$ cat src/sv/trpg_pkg.sv
// shared types, constants and the circle table builder for the tube ring point generator
// no dependencies; imported by every module of the block
`timescale 1ns / 1ps

package trpg_pkg;

    // points per ring minus one
    localparam int SEGMENTS = 16;

    // port payload widths
    localparam int S_TDATA_W = 192;
    localparam int M_TDATA_W = 120;
    localparam int PT_IDX_W  = 6;

    // point counter width
    localparam int IDX_W = $clog2(SEGMENTS + 1);

    // fixed point
    localparam int ONE_Q14 = 16384;
    localparam int MAT_W   = 18;

    // divider: quotient bits retired per cycle, cycles per divide
    localparam int DIV_W             = 32;
    localparam int DIV_BITS_PER_STEP = 4;
    localparam int DIV_CYCLES        = DIV_W / DIV_BITS_PER_STEP;
    localparam int DIV_CNT_W         = $clog2(DIV_CYCLES);

    // queue between matrix builder and point generator
    localparam int QUEUE_DEPTH = 2;
    localparam int QPTR_W      = $clog2(QUEUE_DEPTH);

    // circle table builder
    localparam int     CORDIC_STEPS    = 16;
    localparam longint CORDIC_GAIN_Q30 = 64'sd652032874;
    localparam longint ATAN_TURNS [CORDIC_STEPS] = '{
        64'sd536870912, 64'sd316933406, 64'sd167458908, 64'sd85004758,
        64'sd42667333,  64'sd21354465,  64'sd10679838,  64'sd5340245,
        64'sd2670163,   64'sd1335087,   64'sd667544,    64'sd333772,
        64'sd166886,    64'sd83443,     64'sd41722,     64'sd20861
    };
    localparam int TRIG_W = 32;

    // one ring after the matrix is built
    typedef struct packed {
        logic [15:0]             tag;
        logic [2:0][31:0]        ctr;
        logic [30:0]             radius;
        logic [5:0][MAT_W-1:0]   m;
    } ring_job_t;

    // {sin, cos} in Q1.14 for point idx, evaluated at elaboration only
    function automatic logic [TRIG_W-1:0] trig_entry(input int idx);
        longint phase;
        longint x;
        longint y;
        longint z;
        longint dx;
        longint dy;
        longint cs;
        longint sn;
        longint c;
        longint s;
        int     quad;
        int     k;
        phase = ((longint'(idx) << 32) / SEGMENTS) & 64'hFFFF_FFFF;
        x = CORDIC_GAIN_Q30;
        y = 0;
        z = phase & 64'h3FFF_FFFF;
        quad = int'(phase >>> 30);
        for (k = 0; k < CORDIC_STEPS; k++) begin
            dx = y >>> k;
            dy = x >>> k;
            if (z >= 0) begin
                x = x - dx;
                y = y + dy;
                z = z - ATAN_TURNS[k];
            end else begin
                x = x + dx;
                y = y - dy;
                z = z + ATAN_TURNS[k];
            end
        end
        cs = (x + 32768) >>> 16;
        sn = (y + 32768) >>> 16;
        if (cs > ONE_Q14) cs = ONE_Q14;
        if (cs < -ONE_Q14) cs = -ONE_Q14;
        if (sn > ONE_Q14) sn = ONE_Q14;
        if (sn < -ONE_Q14) sn = -ONE_Q14;
        case (quad)
            0: begin
                c = cs;
                s = sn;
            end
            1: begin
                c = -sn;
                s = cs;
            end
            2: begin
                c = -cs;
                s = -sn;
            end
            default: begin
                c = sn;
                s = -cs;
            end
        endcase
        return {16'(s), 16'(c)};
    endfunction

endpackage

$ cat src/sv/trpg_queue.sv
// two-entry queue of ring jobs between matrix builder and point generator
// depends on trpg_pkg for ring_job_t
`timescale 1ns / 1ps

module trpg_queue
    import trpg_pkg::*;
(
    input  logic      aclk,
    input  logic      aresetn,
    input  logic      push,
    input  ring_job_t job_in,
    output logic      full,
    input  logic      pop,
    output ring_job_t job_out,
    output logic      empty
);

    ring_job_t         slot_reg [QUEUE_DEPTH];
    logic [QPTR_W-1:0] wr_ptr_reg, rd_ptr_reg;
    logic [QPTR_W:0]   count_reg;

    assign full    = (count_reg == (QPTR_W + 1)'(QUEUE_DEPTH));
    assign empty   = (count_reg == '0);
    assign job_out = slot_reg[rd_ptr_reg];

    always_ff @(posedge aclk) begin
        if (push) slot_reg[wr_ptr_reg] <= job_in;
    end

    always_ff @(posedge aclk) begin
        if (!aresetn) begin
            wr_ptr_reg <= '0;
            rd_ptr_reg <= '0;
            count_reg  <= '0;
        end else begin
            if (push) wr_ptr_reg <= wr_ptr_reg + 1'b1;
            if (pop)  rd_ptr_reg <= rd_ptr_reg + 1'b1;
            case ({push, pop})
                2'b10:   count_reg <= count_reg + 1'b1;
                2'b01:   count_reg <= count_reg - 1'b1;
                default: count_reg <= count_reg;
            endcase
        end
    end

endmodule

$ cat config.mk
export PLATFORM = sky130hd
export DESIGN_NAME = trpg_queue
export DESIGN_NICKNAME = d
export VERILOG_FILES = /design/src/sv/trpg_pkg.sv /design/src/sv/trpg_queue.sv
export SDC_FILE = /design/constraint.sdc
export NUM_CORES = 1
export LEC_CHECK = 0
export BUFFER_PORTS_ARGS = -buffer_cell sky130_fd_sc_hd__clkbuf_2
export CORE_AREA = 2 2 197 199
export CTS_BUF_LIST = sky130_fd_sc_hd__clkbuf_4
export DETAILED_ROUTE_END_ITERATION = 6
export DIE_AREA = 0 0 199 201
export PLACE_DENSITY = 0.75
export SLEW_MARGIN = 20
export SYNTH_ARGS = -nofsm -noshare
export SYNTH_HDL_FRONTEND = slang
export SYNTH_SLANG_ARGS = --single-unit
$ cat constraint.sdc
create_clock -name aclk -period 18.6 [get_ports aclk]
set_clock_uncertainty 0.05 [all_clocks]
set_input_delay 3.72 -clock aclk [delete_from_list [all_inputs] [get_ports aclk]]
set_output_delay 3.72 -clock aclk [all_outputs]
set_load 0.03 [all_outputs]
=== Word-level counts from Yosys, hierarchy flattened ===
Memory sizes are Yosys's and may differ from the RTL's. A register that Yosys moved wholly into a read port is not among the register bits.
Index checks and enable logic that the tools add are counted.

* Equality and inequality tests: 3
* Mux-type cells: 5
* $add $sub $neg: 4
* Reductions and logical operators: 2

{| class="wikitable"
|+ Operators by type and width
! kind !! count
|-
| $eq A2 B2 Y1 const B || 2
|-
| $mux W1 || 4
|-
| $pmux W2 S2 || 1
|-
| $add A1 B1 Y1 const B || 2
|-
| $add A2 B1 Y2 const B || 1
|-
| $eq A2 B1 Y1 const B || 1
|-
| $logic_not A2 Y1 || 1
|-
| $reduce_bool A2 Y1 || 1
|-
| $sub A2 B1 Y2 const B || 1
|}

* Output and inout bits: 253
* Register bits: 4
* Logic and storage cells: 18
* Memories kept: 1
* Memory bits (writable): 502

{| class="wikitable"
|+ Memories
! memory !! depth !! width !! read ports !! clocked after Yosys merged registers in !! wr ports !! RTL line !! source
|-
| slot_reg || 2 || 251 || 1 || 1 || 1 || trpg_queue.sv:18 || <nowiki>ring_job_t slot_reg [QUEUE_DEPTH];</nowiki>
|}

=== Longest topological paths before layout ===
* Word-level depth: 3
* Depth in mapped cells: 5

=== Worst setup path before layout ===
OpenSTA, ideal clock, no wires.

* Kind: input port to flip-flop
* Start point: input push
* End point: register wr_ptr_reg
* Cell stages on the path: 3
* Setup slack: 3.320 ns
* Arrival: 15.122 ns
* Required time: 18.442 ns
* Cells stage by stage: inv_1 nor2_1 o21a_1

{| class="wikitable"
|+ RTL lines
! item !! RTL line !! source
|-
| start: declaration || trpg_queue.sv:10 || <nowiki>input logic push,</nowiki>
|-
| end signal: assignment || trpg_queue.sv:36 || <nowiki>if (push) wr_ptr_reg <= wr_ptr_reg + 1'b1;</nowiki>
|-
| end: declaration || trpg_queue.sv:19 || <nowiki>logic [QPTR_W-1:0] wr_ptr_reg, rd_ptr_reg;</nowiki>
|}

==> results.sh <==
export IMPL_syn_area_um2=19100
export IMPL_powerDensity_nw_per_um2=108
export IMPL_relSlewSlack_pct=28.2
export IMPL_p_switching_uw=650
export IMPL_rsz0062_at_grt="false"
export IMPL_cts_hold_buf=0
export IMPL_critPathMaxFanout=55
export IMPL_yosys_cell_types_count=18
export IMPL_worst_path_largest_cell_delay_ns=0.89
export IMPL_synth_nets=1059
export IMPL_slowest_stage="buf_4"
export IMPL_ys_seq_elements=507
export IMPL_cp_start_kind="register"
export IMPL_p_int_uw=1890
export IMPL_fp_dieArea_um2=40000
export IMPL_gp_congestion=0.764
export IMPL_cts_reportedPaths_clkPinSlew_ns=0.06
export IMPL_critPathKind="reg -> out"
export IMPL_grt_util_all_layers_pct=19.2
export IMPL_multi_input_area_um2=3660
export IMPL_min_path_type="reg -> reg"
export IMPL_period_share_pct=41.5
export IMPL_layout_drive_gt1_share_pct=63.1
export IMPL_dr_first_iter_drc_count=476
export IMPL_clk_insertion_delay_late_ns=0.74
export IMPL_dpl_hpwl_um=26700
export IMPL_nets=1672
export IMPL_synth_yosys_seq_area_share_pct=79.4
export IMPL_tns_ns=0
export IMPL_syn_area_per_cell_um2=23.8
export IMPL_place_area_um2=22100
export IMPL_setup_viol=0
export IMPL_ir_drop_uv=65.0
export IMPL_ant_nets=0
export IMPL_design_core_area_um2=38100
export IMPL_drc=0
export IMPL_fmax_mhz=130
export IMPL_via_count=9733
export IMPL_area_growth_pct=23.4
export IMPL_h_tree_depth=3
export IMPL_crit_buf_inv=3
export IMPL_port_buffers=507
export IMPL_crit_arrival_ns=3.94
export IMPL_drv_slew=0
export IMPL_viasPerCell=4.80
export IMPL_numClockSinks=507
export IMPL_maxCapViolations=0
export IMPL_crit_path_end_kind="primary output"
export IMPL_clockPowerShare_pct=32.7
export IMPL_die_width_um=199
export IMPL_worst_slew_pin_slew_ns=1.08
export IMPL_numCtsBuffers=121
export IMPL_cp_common_cell="buf_4"
export IMPL_finalCriticalPeriod_ns=7.71
export IMPL_holdWs_ns=0.504
export IMPL_yosysWarnings=0
export IMPL_crit_chain="buf_4, buf_4, mux2_4, clkbuf_2"
export IMPL_grt_pass1_vias=10400
export IMPL_finalInstanceArea_um2=23600
export IMPL_postSynthCellCount=803
export IMPL_crit_family="buffers and inverters"
export IMPL_comb_power_share_pct=14.5
export IMPL_dr_pass1_iters=4
export IMPL_hold_viol_final=0
export IMPL_cts_tree="yes"
export IMPL_routedWlPerCell_um=19.3
export IMPL_grt_max_degree=75
export IMPL_cts_buffer_depth=3
export IMPL_die_y_um=201
export IMPL_grt_pass1_wl_um=57200
export IMPL_largest_reg_flops=502
export IMPL_wirelength_um=39000
export IMPL_cp_data_required_time_ns=14.83
export IMPL_placementRows=72
export IMPL_p_sw_share_pct=25.6
export IMPL_seqPwrFrac_pct=52.8
export IMPL_pin_count=508
export IMPL_post_cts_buffers=0
export IMPL_reg2reg_slack_ns=15.32
export IMPL_power_leakage_uw=0.00949
export IMPL_start_util_pct=50.1
export IMPL_grt_ovfl_total=0
export IMPL_cts_root_buffer_cell="clkbuf_4"
export IMPL_grt_antenna_before_repair=4
export IMPL_seq_area_um2=15200
export IMPL_cts_resized=0
export IMPL_status="finished clean"
export IMPL_fillCellCount=2761
cell usage after synthesis, drive strengths merged:
master	instances	area share, %
edfxtp	502	79
mux2	251	19
buf	28	1.5
dfxtp	5	0.52
and2	4	0.13
nor2	2	0.039
xnor2	2	0.092
a21boi	1	0.039
and2b	1	0.046
ha	1	0.065
inv	1	0.020
nor2b	1	0.033
o21a	1	0.039
o21ai	1	0.026
or3	1	0.033
xor2	1	0.046
worst register-to-register path, delay by kind of cell, from the launching register on:
kind	cells	cell delay, ns
buffers and inverters	2	1.78
flip-flops	1	0.39
AND/OR/NAND/NOR	1	0.58
power groups by stage:
stage	Combinational, µW	Clock (µW)	Sequential, µW
after floorplan	270	0	1370
after global placement	368	0	1360
after detailed placement	372	0	1370
after CTS	373	867	1340
after global routing	389	920	1350
final	369	832	1340
logic make-up (layout without fill, tap and decap cells):
family          after synthesis  in the layout  share of synthesized area, %
fa+ha+maj                     1              1                        0.0655
compound gates                3              3                         0.105
simple gates                  9              9                         0.282
xor+xnor                      3              3                         0.138
buf+inv                      29            731                          1.47
mux                         251            251                          18.5
flops                       507            507                          79.4
other cells                   0              3                             0
metal layers:
layer  up-vias  global-route usage, %  wire, µm
li1       4521                      -         -
met1      4695                   20.4     14200
met2       443                   32.9     20100
met3        72                   7.31      3470
met4         2                   9.91      1290
met5         -                      0        11
placed cells by master (no fill, tap or decap), types with 4 or more instances in the layout:
cell and count:
mux2_2 61, clkinv_2 5, mux2_4 190, buf_4 11, edfxtp_1 502, clkinv_1 36, clkbuf_4 167, clkbuf_2 507
dfxtp_1 4
per-stage QoR:
stage | setup slack, ns | util (%) | cells | total power (µW)
2_1_floorplan | 3.32 | - | 803 | 1650
3_3_place_gp | 11.66 | 58.0 | 1811 | 1730
3_5_place_dp | 11.61 | 58.0 | 1811 | 1740
4_1_cts | 10.71 | 61.8 | 2023 | 2580
5_1_grt | 10.60 | 61.9 | 2026 | 2650
6_report | 10.89 | 61.9 | 2026 | 2540
final timing paths:
kind / from / depth (start not counted) / end
worst min register to register: count_reg[1]$_SDFFE_PN0P_ / 2 / count_reg[1]$_SDFFE_PN0P_
worst max register to register: wr_ptr_reg$_SDFFE_PN0P_ / 3 / slot_reg[1][64]$_DFFE_PP_
worst max-delay path: register / 4 / job_out[224]
worst min-delay path: count_reg[1]$_SDFFE_PN0P_ / 2 / count_reg[1]$_SDFFE_PN0P_
final cells by class:
| cell class | instances | area share (%) |
|---|---|---|
| diodes | 3 | 0.0318 |
| inverters | 1 | 0.0159 |
| flip-flops and latches | 507 | 64.4 |
| well taps | 518 | 2.75 |
| multi-input cells | 267 | 15.5 |
| repair buffers | 518 | 11.1 |
| clock buffers | 167 | 5.32 |
| clock inverters | 45 | 0.854 |
Note: power is estimated with default switching activity, not from simulation.
