### config.mk
export PLATFORM = sky130hd
export DESIGN_NAME = trpg_front
export DESIGN_NICKNAME = d
export VERILOG_FILES = /design/src/sv/trpg_pkg.sv /design/src/sv/trpg_div.sv /design/src/sv/trpg_front.sv
export SDC_FILE = /design/constraint.sdc
export NUM_CORES = 2
export LEC_CHECK = 0
export ABC_CLOCK_PERIOD_IN_PS = 14700
export BUFFER_PORTS_ARGS = -buffer_cell sky130_fd_sc_hd__buf_2
export CAP_MARGIN = 20
export CORE_UTILIZATION = 55
export CTS_CLUSTER_DIAMETER = 60
export CTS_CLUSTER_SIZE = 30
export DETAILED_ROUTE_END_ITERATION = 8
export PLACE_DENSITY_LB_ADDON = 0.12
export RECOVER_POWER = 100
export SLEW_MARGIN = 30
export SYNTH_ARGS = -nofsm -noshare
export SYNTH_HDL_FRONTEND = slang
export SYNTH_SLANG_ARGS = --single-unit
### constraint.sdc
create_clock -name aclk -period 14.7 [get_ports aclk]
set_input_delay 1.47 -clock aclk [delete_from_list [all_inputs] [get_ports aclk]]
set_output_delay 1.47 -clock aclk [all_outputs]
set_load 0.005 [all_outputs]
### src/sv/trpg_pkg.sv
// shared types, constants and the circle table builder for the tube ring point generator
// no dependencies; imported by every module of the block
`timescale 1ns / 1ps

package trpg_pkg;

    // points per ring minus one
    localparam int SEGMENTS = 16;

    // port payload widths
    localparam int S_TDATA_W = 192;
    localparam int M_TDATA_W = 120;
    localparam int PT_IDX_W  = 6;

    // point counter width
    localparam int IDX_W = $clog2(SEGMENTS + 1);

    // fixed point
    localparam int ONE_Q14 = 16384;
    localparam int MAT_W   = 18;

    // divider: quotient bits retired per cycle, cycles per divide
    localparam int DIV_W             = 32;
    localparam int DIV_BITS_PER_STEP = 4;
    localparam int DIV_CYCLES        = DIV_W / DIV_BITS_PER_STEP;
    localparam int DIV_CNT_W         = $clog2(DIV_CYCLES);

    // queue between matrix builder and point generator
    localparam int QUEUE_DEPTH = 2;
    localparam int QPTR_W      = $clog2(QUEUE_DEPTH);

    // circle table builder
    localparam int     CORDIC_STEPS    = 16;
    localparam longint CORDIC_GAIN_Q30 = 64'sd652032874;
    localparam longint ATAN_TURNS [CORDIC_STEPS] = '{
        64'sd536870912, 64'sd316933406, 64'sd167458908, 64'sd85004758,
        64'sd42667333,  64'sd21354465,  64'sd10679838,  64'sd5340245,
        64'sd2670163,   64'sd1335087,   64'sd667544,    64'sd333772,
        64'sd166886,    64'sd83443,     64'sd41722,     64'sd20861
    };
    localparam int TRIG_W = 32;

    // one ring after the matrix is built
    typedef struct packed {
        logic [15:0]             tag;
        logic [2:0][31:0]        ctr;
        logic [30:0]             radius;
        logic [5:0][MAT_W-1:0]   m;
    } ring_job_t;

    // {sin, cos} in Q1.14 for point idx, evaluated at elaboration only
    function automatic logic [TRIG_W-1:0] trig_entry(input int idx);
        longint phase;
        longint x;
        longint y;
        longint z;
        longint dx;
        longint dy;
        longint cs;
        longint sn;
        longint c;
        longint s;
        int     quad;
        int     k;
        phase = ((longint'(idx) << 32) / SEGMENTS) & 64'hFFFF_FFFF;
        x = CORDIC_GAIN_Q30;
        y = 0;
        z = phase & 64'h3FFF_FFFF;
        quad = int'(phase >>> 30);
        for (k = 0; k < CORDIC_STEPS; k++) begin
            dx = y >>> k;
            dy = x >>> k;
            if (z >= 0) begin
                x = x - dx;
                y = y + dy;
                z = z - ATAN_TURNS[k];
            end else begin
                x = x + dx;
                y = y - dy;
                z = z + ATAN_TURNS[k];
            end
        end
        cs = (x + 32768) >>> 16;
        sn = (y + 32768) >>> 16;
        if (cs > ONE_Q14) cs = ONE_Q14;
        if (cs < -ONE_Q14) cs = -ONE_Q14;
        if (sn > ONE_Q14) sn = ONE_Q14;
        if (sn < -ONE_Q14) sn = -ONE_Q14;
        case (quad)
            0: begin
                c = cs;
                s = sn;
            end
            1: begin
                c = -sn;
                s = cs;
            end
            2: begin
                c = -cs;
                s = -sn;
            end
            default: begin
                c = sn;
                s = -cs;
            end
        endcase
        return {16'(s), 16'(c)};
    endfunction

endpackage

### src/sv/trpg_div.sv
// iterative unsigned divider, four quotient bits per cycle while step is high
// depends on trpg_pkg for widths
`timescale 1ns / 1ps

module trpg_div
    import trpg_pkg::*;
(
    input  logic             aclk,
    input  logic             load,
    input  logic             step,
    input  logic [DIV_W-1:0] numer,
    input  logic [15:0]      denom,
    output logic [DIV_W-1:0] quot
);

    logic [DIV_W-1:0] quo_reg, quo_next;
    logic [15:0]      rem_reg, rem_next;
    logic [15:0]      den_reg;

    // restoring steps: numerator shifts out the top, quotient bits shift in
    always_comb begin
        logic [16:0] t;
        quo_next = quo_reg;
        rem_next = rem_reg;
        for (int k = 0; k < DIV_BITS_PER_STEP; k++) begin
            t = {rem_next, quo_next[DIV_W-1]};
            quo_next = {quo_next[DIV_W-2:0], 1'b0};
            if (t >= {1'b0, den_reg}) begin
                t = t - {1'b0, den_reg};
                quo_next[0] = 1'b1;
            end
            rem_next = t[15:0];
        end
    end

    always_ff @(posedge aclk) begin
        if (load) begin
            quo_reg <= numer;
            rem_reg <= '0;
            den_reg <= denom;
        end else if (step) begin
            quo_reg <= quo_next;
            rem_reg <= rem_next;
        end
    end

    assign quot = quo_reg;

endmodule

### src/sv/trpg_front.sv
// front end: accepts a ring, builds the 2x3 rotation matrix with three dividers
// depends on trpg_pkg and trpg_div
`timescale 1ns / 1ps

module trpg_front
    import trpg_pkg::*;
(
    input  logic                 aclk,
    input  logic                 aresetn,
    input  logic                 s_tvalid,
    output logic                 s_tready,
    input  logic [S_TDATA_W-1:0] s_tdata,
    output logic                 push,
    output ring_job_t            job,
    input  logic                 q_full
);

    localparam logic [1:0] ST_IDLE = 2'd0;
    localparam logic [1:0] ST_MUL  = 2'd1;
    localparam logic [1:0] ST_DIV  = 2'd2;
    localparam logic [1:0] ST_PUSH = 2'd3;

    logic [1:0]           state_reg, state_next;
    logic [DIV_CNT_W-1:0] cnt_reg, cnt_next;

    logic [15:0]        tag_reg;
    logic [2:0][31:0]   ctr_reg;
    logic signed [15:0] u_reg, v_reg, w_reg;
    logic [30:0]        rad_reg;
    logic               flip_reg;
    logic               uv_neg_reg;

    logic signed [31:0] uv, uu, vv;
    logic [DIV_W-1:0]   uv_mag;
    logic signed [16:0] w1;
    logic [DIV_W-1:0]   q_uv, q_uu, q_vv;
    logic               accept;

    function automatic logic [MAT_W-1:0] sat18(input logic signed [33:0] x);
        if (x > 34'sd131071) begin
            return 18'h1FFFF;
        end else if (x < -34'sd131072) begin
            return 18'h20000;
        end else begin
            return x[MAT_W-1:0];
        end
    endfunction

    assign s_tready = (state_reg == ST_IDLE);
    assign accept   = s_tvalid && s_tready;

    // operand capture
    always_ff @(posedge aclk) begin
        if (accept) begin
            tag_reg    <= s_tdata[15:0];
            ctr_reg[0] <= s_tdata[47:16];
            ctr_reg[1] <= s_tdata[79:48];
            ctr_reg[2] <= s_tdata[111:80];
            u_reg      <= s_tdata[127:112];
            v_reg      <= s_tdata[143:128];
            w_reg      <= s_tdata[159:144];
            rad_reg    <= s_tdata[190:160];
            flip_reg   <= ($signed(s_tdata[159:144]) <= -16'sd16384);
        end
        if (state_reg == ST_MUL) begin
            uv_neg_reg <= uv[31];
        end
    end

    assign uv     = u_reg * v_reg;
    assign uu     = u_reg * u_reg;
    assign vv     = v_reg * v_reg;
    assign uv_mag = uv[31] ? DIV_W'(-uv) : DIV_W'(uv);
    assign w1     = 17'(w_reg) + 17'(ONE_Q14);

    trpg_div u_div_uv (
        .aclk  (aclk),
        .load  (state_reg == ST_MUL),
        .step  (state_reg == ST_DIV),
        .numer (uv_mag),
        .denom (w1[15:0]),
        .quot  (q_uv)
    );

    trpg_div u_div_uu (
        .aclk  (aclk),
        .load  (state_reg == ST_MUL),
        .step  (state_reg == ST_DIV),
        .numer (DIV_W'(uu)),
        .denom (w1[15:0]),
        .quot  (q_uu)
    );

    trpg_div u_div_vv (
        .aclk  (aclk),
        .load  (state_reg == ST_MUL),
        .step  (state_reg == ST_DIV),
        .numer (DIV_W'(vv)),
        .denom (w1[15:0]),
        .quot  (q_vv)
    );

    // matrix from quotients, or the flip matrix when w is at or below -1
    always_comb begin
        job.tag    = tag_reg;
        job.ctr    = ctr_reg;
        job.radius = rad_reg;
        if (flip_reg) begin
            job.m[0] = MAT_W'(-ONE_Q14);
            job.m[1] = '0;
            job.m[2] = '0;
            job.m[3] = '0;
            job.m[4] = MAT_W'(-ONE_Q14);
            job.m[5] = '0;
        end else begin
            job.m[0] = sat18($signed({2'b00, q_vv}) + 34'(w_reg));
            job.m[1] = uv_neg_reg ? sat18($signed({2'b00, q_uv}))
                                  : sat18(-$signed({2'b00, q_uv}));
            job.m[2] = -(MAT_W'(u_reg));
            job.m[3] = job.m[1];
            job.m[4] = sat18($signed({2'b00, q_uu}) + 34'(w_reg));
            job.m[5] = -(MAT_W'(v_reg));
        end
    end

    assign push = (state_reg == ST_PUSH) && !q_full;

    always_comb begin
        state_next = state_reg;
        cnt_next   = cnt_reg;
        case (state_reg)
            ST_IDLE: begin
                if (accept) state_next = ST_MUL;
            end
            ST_MUL: begin
                state_next = ST_DIV;
                cnt_next   = '0;
            end
            ST_DIV: begin
                cnt_next = cnt_reg + 1'b1;
                if (cnt_reg == DIV_CNT_W'(DIV_CYCLES - 1)) state_next = ST_PUSH;
            end
            ST_PUSH: begin
                if (!q_full) state_next = ST_IDLE;
            end
            default: begin
                state_next = ST_IDLE;
            end
        endcase
    end

    always_ff @(posedge aclk) begin
        if (!aresetn) begin
            state_reg <= ST_IDLE;
            cnt_reg   <= '0;
        end else begin
            state_reg <= state_next;
            cnt_reg   <= cnt_next;
        end
    end

endmodule

## After elaboration in Yosys (flattened, before gate mapping)

Index checks and enable logic that the tools add are counted.

| word-level totals | value |
|---|---|
| bits of input ports | 196 |
| register bits after elaboration | 358 |

| operators by class | value |
|---|---|
| equal/unequal tests | 7 |
| reduce and logical (&&, ||, !) cells | 6 |
| magnitude comparators | 20 |
| muxes and demuxes | 45 |
| $mul | 3 |
| add/sub/neg operators | 20 |

Operators by type and width:

| kind | count |
|---|---|
| 32-bit 2-to-1 mux | 7 |
| 17-bit by 16-bit >= comparator with 1-bit output | 12 |
| 16-bit 2-to-1 mux | 12 |
| 16-bit subtractor | 12 |
| 18-bit 2-to-1 mux | 8 |
| 108-bit 2-to-1 mux | 1 |
| 34-bit by 18-bit > comparator with 1-bit output, second input constant | 3 |
| 34-bit by 18-bit < comparator with 1-bit output, second input constant | 3 |
| 16-bit by 16-bit multiplier with 32-bit output | 3 |
| 33-bit by 16-bit adder with 34-bit output | 2 |
| 16-bit negator with 18-bit output | 2 |
| 32-bit negator with 34-bit output | 1 |
| 32-bit by 17-bit > comparator with 1-bit output, second input constant | 1 |
| 32-bit negator | 1 |
| 16-bit adder, second input constant | 1 |
| 16-bit by 15-bit <= comparator with 1-bit output, second input constant | 1 |
| 1-bit 2-to-1 mux | 12 |
| 2-bit case mux with 4 select lines | 1 |
| 2-bit 2-to-1 mux | 3 |
| 3-bit case mux with 2 select lines | 1 |
| 2-bit == test, second input constant | 2 |
| 2-bit != test, second input constant | 2 |
| 3-bit by 1-bit adder with 3-bit output, second input constant | 1 |
| 3-bit == test, second input constant | 1 |
| other kinds (7) | 8 |

## Longest topological paths before layout

| logic depth | value |
|---|---|
| depth after elaboration | 10 |
| depth in mapped cells | 53 |
| mapped depth without buffers | 48 |

## Modules after synthesis

From an unflattened synthesis, not the netlist that was laid out.

| unflattened totals | value |
|---|---|
| cell total of the unflattened synthesis | 6268 |
| area total of the unflattened synthesis | 58798.9 µm² |

By module, submodules not included:

| module | cells each | area an instance (µm²) | times used | seq. area each (µm²) |
|---|---|---|---|---|
| trpg_front | 4261 | 40094.7 | 1 | 5895.7 |
| trpg_div | 669 | 6234.7 | 3 | 1761.7 |

## Least setup slack after synthesis

Ideal clock, no wire load.

| timing | value |
|---|---|
| kind | flip-flop to flip-flop |
| start | register u_div_uv.den_reg[1] (netlist name) |
| end | register u_div_uu.rem_reg[10] |
| cell stages (with the launch flop) | 51 |
| clock period less this slack | 10.897 ns |
| required time | 14.563 ns |
| slack | 3.803 ns |
| buffers on the path | 6 |
| arrival | 10.759 ns |
| setup time | 0.137 ns |
| cells stage by stage | edfxtp_1 > inv_1 > ha_1 > nor2b_1 > o31a_1 > o21ai_0 > a311oi_1 > o2111ai_1 > and2_1 > clkbuf_1 > clkbuf_1 > mux2_2 > inv_1 > ha_1 > nor2b_1 > o31a_1 > o41a_1 > o221ai_1 > (+15 left out) > a31oi_1 > nand2_1 > buf_4 > mux2i_1 > ha_1 > nor2b_1 > o211ai_1 > and3_1 > o31ai_1 > o41a_1 > o211ai_1 > a21oi_1 > a31o_2 > a211o_1 > nand2_2 > buf_4 > mux2i_1 > a211oi_1 |

RTL lines:

| element | line | source |
|---|---|---|
| end signal: assignment | trpg_div.sv:43 | `rem_reg <= rem_next;` |
| end: declaration | trpg_div.sv:17 | `logic [15:0] rem_reg, rem_next;` |

## Worst setup path in the final report

| timing | value |
|---|---|
| start | register u_div_uv.den_reg[1] |
| end | register u_div_uv.rem_reg[3] |

| on the way | value |
|---|---|
| word-level cells in the longest chain between the ends | 8 |
| elaborated cells on any way between the ends | 12 |
| those cells by class | 4 x add/sub; 4 x order compare; 4 x mux |

Ends and longest elaborated chain:

| element | line | source |
|---|---|---|
| start: declaration | trpg_div.sv:18 | `logic [15:0] den_reg;` |
| start signal: assignment | trpg_div.sv:40 | `den_reg <= denom;` |
| 16-bit subtractor / 17-bit by 16-bit >= comparator with 1-bit output (equally long branches) | trpg_div.sv:29, trpg_div.sv:28 |  |
| 16-bit 2-to-1 mux | trpg_div.sv:28 | `if (t >= {1'b0, den_reg}) begin` |
| 16-bit subtractor / 17-bit by 16-bit >= comparator with 1-bit output (equally long branches) | trpg_div.sv:29, trpg_div.sv:28 |  |
| 16-bit 2-to-1 mux | trpg_div.sv:28 |  |
| 17-bit by 16-bit >= comparator with 1-bit output / 16-bit subtractor (equally long branches) | trpg_div.sv:28, trpg_div.sv:29 |  |
| 16-bit 2-to-1 mux | trpg_div.sv:28 |  |
| 16-bit subtractor / 17-bit by 16-bit >= comparator with 1-bit output (equally long branches) | trpg_div.sv:29, trpg_div.sv:28 |  |
| 16-bit 2-to-1 mux (*) | trpg_div.sv:28 |  |
| end signal: assignment | trpg_div.sv:43 |  |
| end: declaration | trpg_div.sv:17 |  |

Mark *: on every way between the ends. The rest lies on a longest branch, timed or not.
A chain may end at the register's enable or synchronous reset.

==> metrics <==
status complete, but fails checks; failing checks max-capacitance violations, max-slew violations; Final min period 13.14 ns; critical path capture point type flop; Yosys top cell by area fa_1; EDFF count, synth 305; CTS Buf Count 40; Worst Hold Path EP cnt_reg[1]$_SDFFE_PN0P_; Synth top area share 0.2686; Iter 0 DRT Violations 3224; IO Port Bufs 447; sequential area share after synthesis 0.1821; Max Cap Viol 11; Overflow after GRT 0; Unique masters post-synth 95; core area 100600 um^2; Clock Sinks 358; slowest CP cell clkbuf_1; final-report hold violation count 0; #FFs+latches synth 358; num rows 116; Yosys warning total 0; Cells after Synth 6026; WL/cell 19.59 um; post-CTS sizing 0; most frequent cells in the layout inv_1, fa_1, ha_1; Slew Viols, Final 626; RD Place Congestion 0.9405; Inserted Diodes 0; Relative slew margins -4.376; Clk Latency, worst-skew pair 0.64 ns; Post-synth ARST share 0; WP data required 15.18 ns; reg2reg start u_div_uv.den_reg[1]$_DFFE_PP_; Layout Skew 0.03593 ns; maximum fanout along the worst path 21; # nets final 7834; number of global-route vias before repair 44240; setup bufs post-CTS 0; fillcell total 9083; reg-to-reg endpoint u_div_uv.rem_reg[3]$_SDFFE_PP0P_; Final setup viols 0; area occupied by multi-input gates 41210 um^2; critical path class flop to flop; IO Pins 449; Hold Path Cell Cnt 2; H-tree depth 2; R2R setup slack 1.56 ns; largest net degree at the start of global routing 154; crit share post-route 0.8942; post-DP HPWL 120700 um; TNS Setup 0 ns; DRT Pass-1 Iters 6; area grow syn2layout 8.263%; Tightest Pin Transition 8.064 ns; first-pass GRT wire length 240500 um; CTS clk-pin slew, worst paths 0.07 ns; initial antenna violation count 6; die area 103300 um^2; die width 321.4 um; hold buffer count at cts 0; ys flop type edfxtp_1; Worst Setup Start Kind flop; Hold Path Class flop to flop; min-delay src cnt_reg[1]$_SDFFE_PN0P_; syn avg cell area 9.312 um^2; Register Area 10220 um^2; share of cells above drive strength 1 0.08525; starting density of the core 0.5579; clock buffer depth 3; delay of the slowest critical-path stage 0.91 ns; most common cell after layout, fill and taps aside inv_1; Max Fclk 76.08 MHz; CTS Root Cell clkbuf_16; Reg2Reg Depth 47; number of flip-flops under the largest register name 96; cell repeated most along the worst path ha_1; CTS tree yes; vias after detailed routing 44030; Area contributors post-synth fa_1, edfxtp_1, ha_1; vias per cell 5.681; total wire length 151800 um; residual antenna-violating net count after detailed routing 0; syn nets 7499; Die Span Y 321.4 um; end-of-flow core utilization 0.6040; DRC violations left 0; total track usage 0.2974; unrepaired setup endpoints after global routing false; Critical Path AT 13.63 ns; Post-Syn Area 56120 um^2
[kinds of logic after synthesis]
kind of cell | Yosys count | share of synthesized area
muxes | 197 | 0.03848
AOI/OAI and AO/OA | 1065 | 0.1234
adders and majority gates | 1277 | 0.3855
xor gates and xnor gates | 369 | 0.05773
buffers and inverters | 1222 | 0.08355
and+or+nand+nor | 1538 | 0.1293
DFF | 358 | 0.1821
[worst max-delay path: cells and delay by family (launching register included)]
kind                     cells  cell delay [ns]
multiplexers                 2             0.80
flip-flops                   1             0.39
buffers and inverters        6             2.23
AO/OA/AOI/OAI               22             5.39
adder cells (fa/ha/maj)      4             1.03
AND/OR/NAND/NOR             13             3.08
[Yosys cell counts (all sizes together), types with 118 or more instances]
cell      n
nor2    411
a21o    141
ha      524
edfxtp  305
mux2    144
xnor2   251
clkbuf  177
a21oi   325
nand2   495
inv     989
o21ai   187
and2    131
xor2    118
fa      753
[cell type report]
| type | count | share of cell area |
|---|---|---|
| clock buffers | 42 | 0.01676 |
| multi-input cells | 4446 | 0.6784 |
| clock inverters | 32 | 0.007023 |
| flip-flops and latches | 358 | 0.1682 |
| well taps | 1357 | 0.02795 |
| repair buffers | 521 | 0.04022 |
| inverters | 994 | 0.06141 |
[worst max-delay path by stage]
stage / start / slack, ns / end
after floorplan: u_div_uv.den_reg[1]$_DFFE_PP_ / 3.80 / u_div_uu.rem_reg[10]$_SDFFE_PP0P_
after global placement: u_div_uv.den_reg[1]$_DFFE_PP_ / 2.69 / u_div_uu.rem_reg[15]$_SDFFE_PP0P_
after detailed placement: u_div_uv.den_reg[1]$_DFFE_PP_ / 2.48 / u_div_uu.rem_reg[15]$_SDFFE_PP0P_
after CTS: u_div_uv.den_reg[1]$_DFFE_PP_ / 2.41 / u_div_uu.rem_reg[15]$_SDFFE_PP0P_
after global routing: u_div_uv.den_reg[1]$_DFFE_PP_ / 0.58 / u_div_uv.rem_reg[6]$_SDFFE_PP0P_
final: u_div_uv.den_reg[1]$_DFFE_PP_ / 1.56 / u_div_uv.rem_reg[3]$_SDFFE_PP0P_
[per-stage QoR]
step	hold WS (ns)	cells	instance area, um^2	setup WS, ns
finish	0.4834	7750	60750	1.555
floorplan	0.4584	6026	56120	3.803
detailed placement	0.4757	7676	59700	2.480
global route	0.5122	7750	60750	0.5826
global placement	0.4694	7676	59700	2.694
CTS	0.4879	7750	61150	2.410
[metal layers]
metal | track usage | vias to the layer above | part of all wire
met1 | 0.4105 | 21890 | 0.44
met3 | 0.03765 | 205 | 0.060
li1 | - | 20700 | -
met5 | 0 | - | 0
met4 | 0.09122 | 0 | 0.032
met2 | 0.4880 | 1229 | 0.47
Power is left out: the tool's default activity adds up to more than one toggle a clock period on the data nets, which glitch-free logic cannot reach.
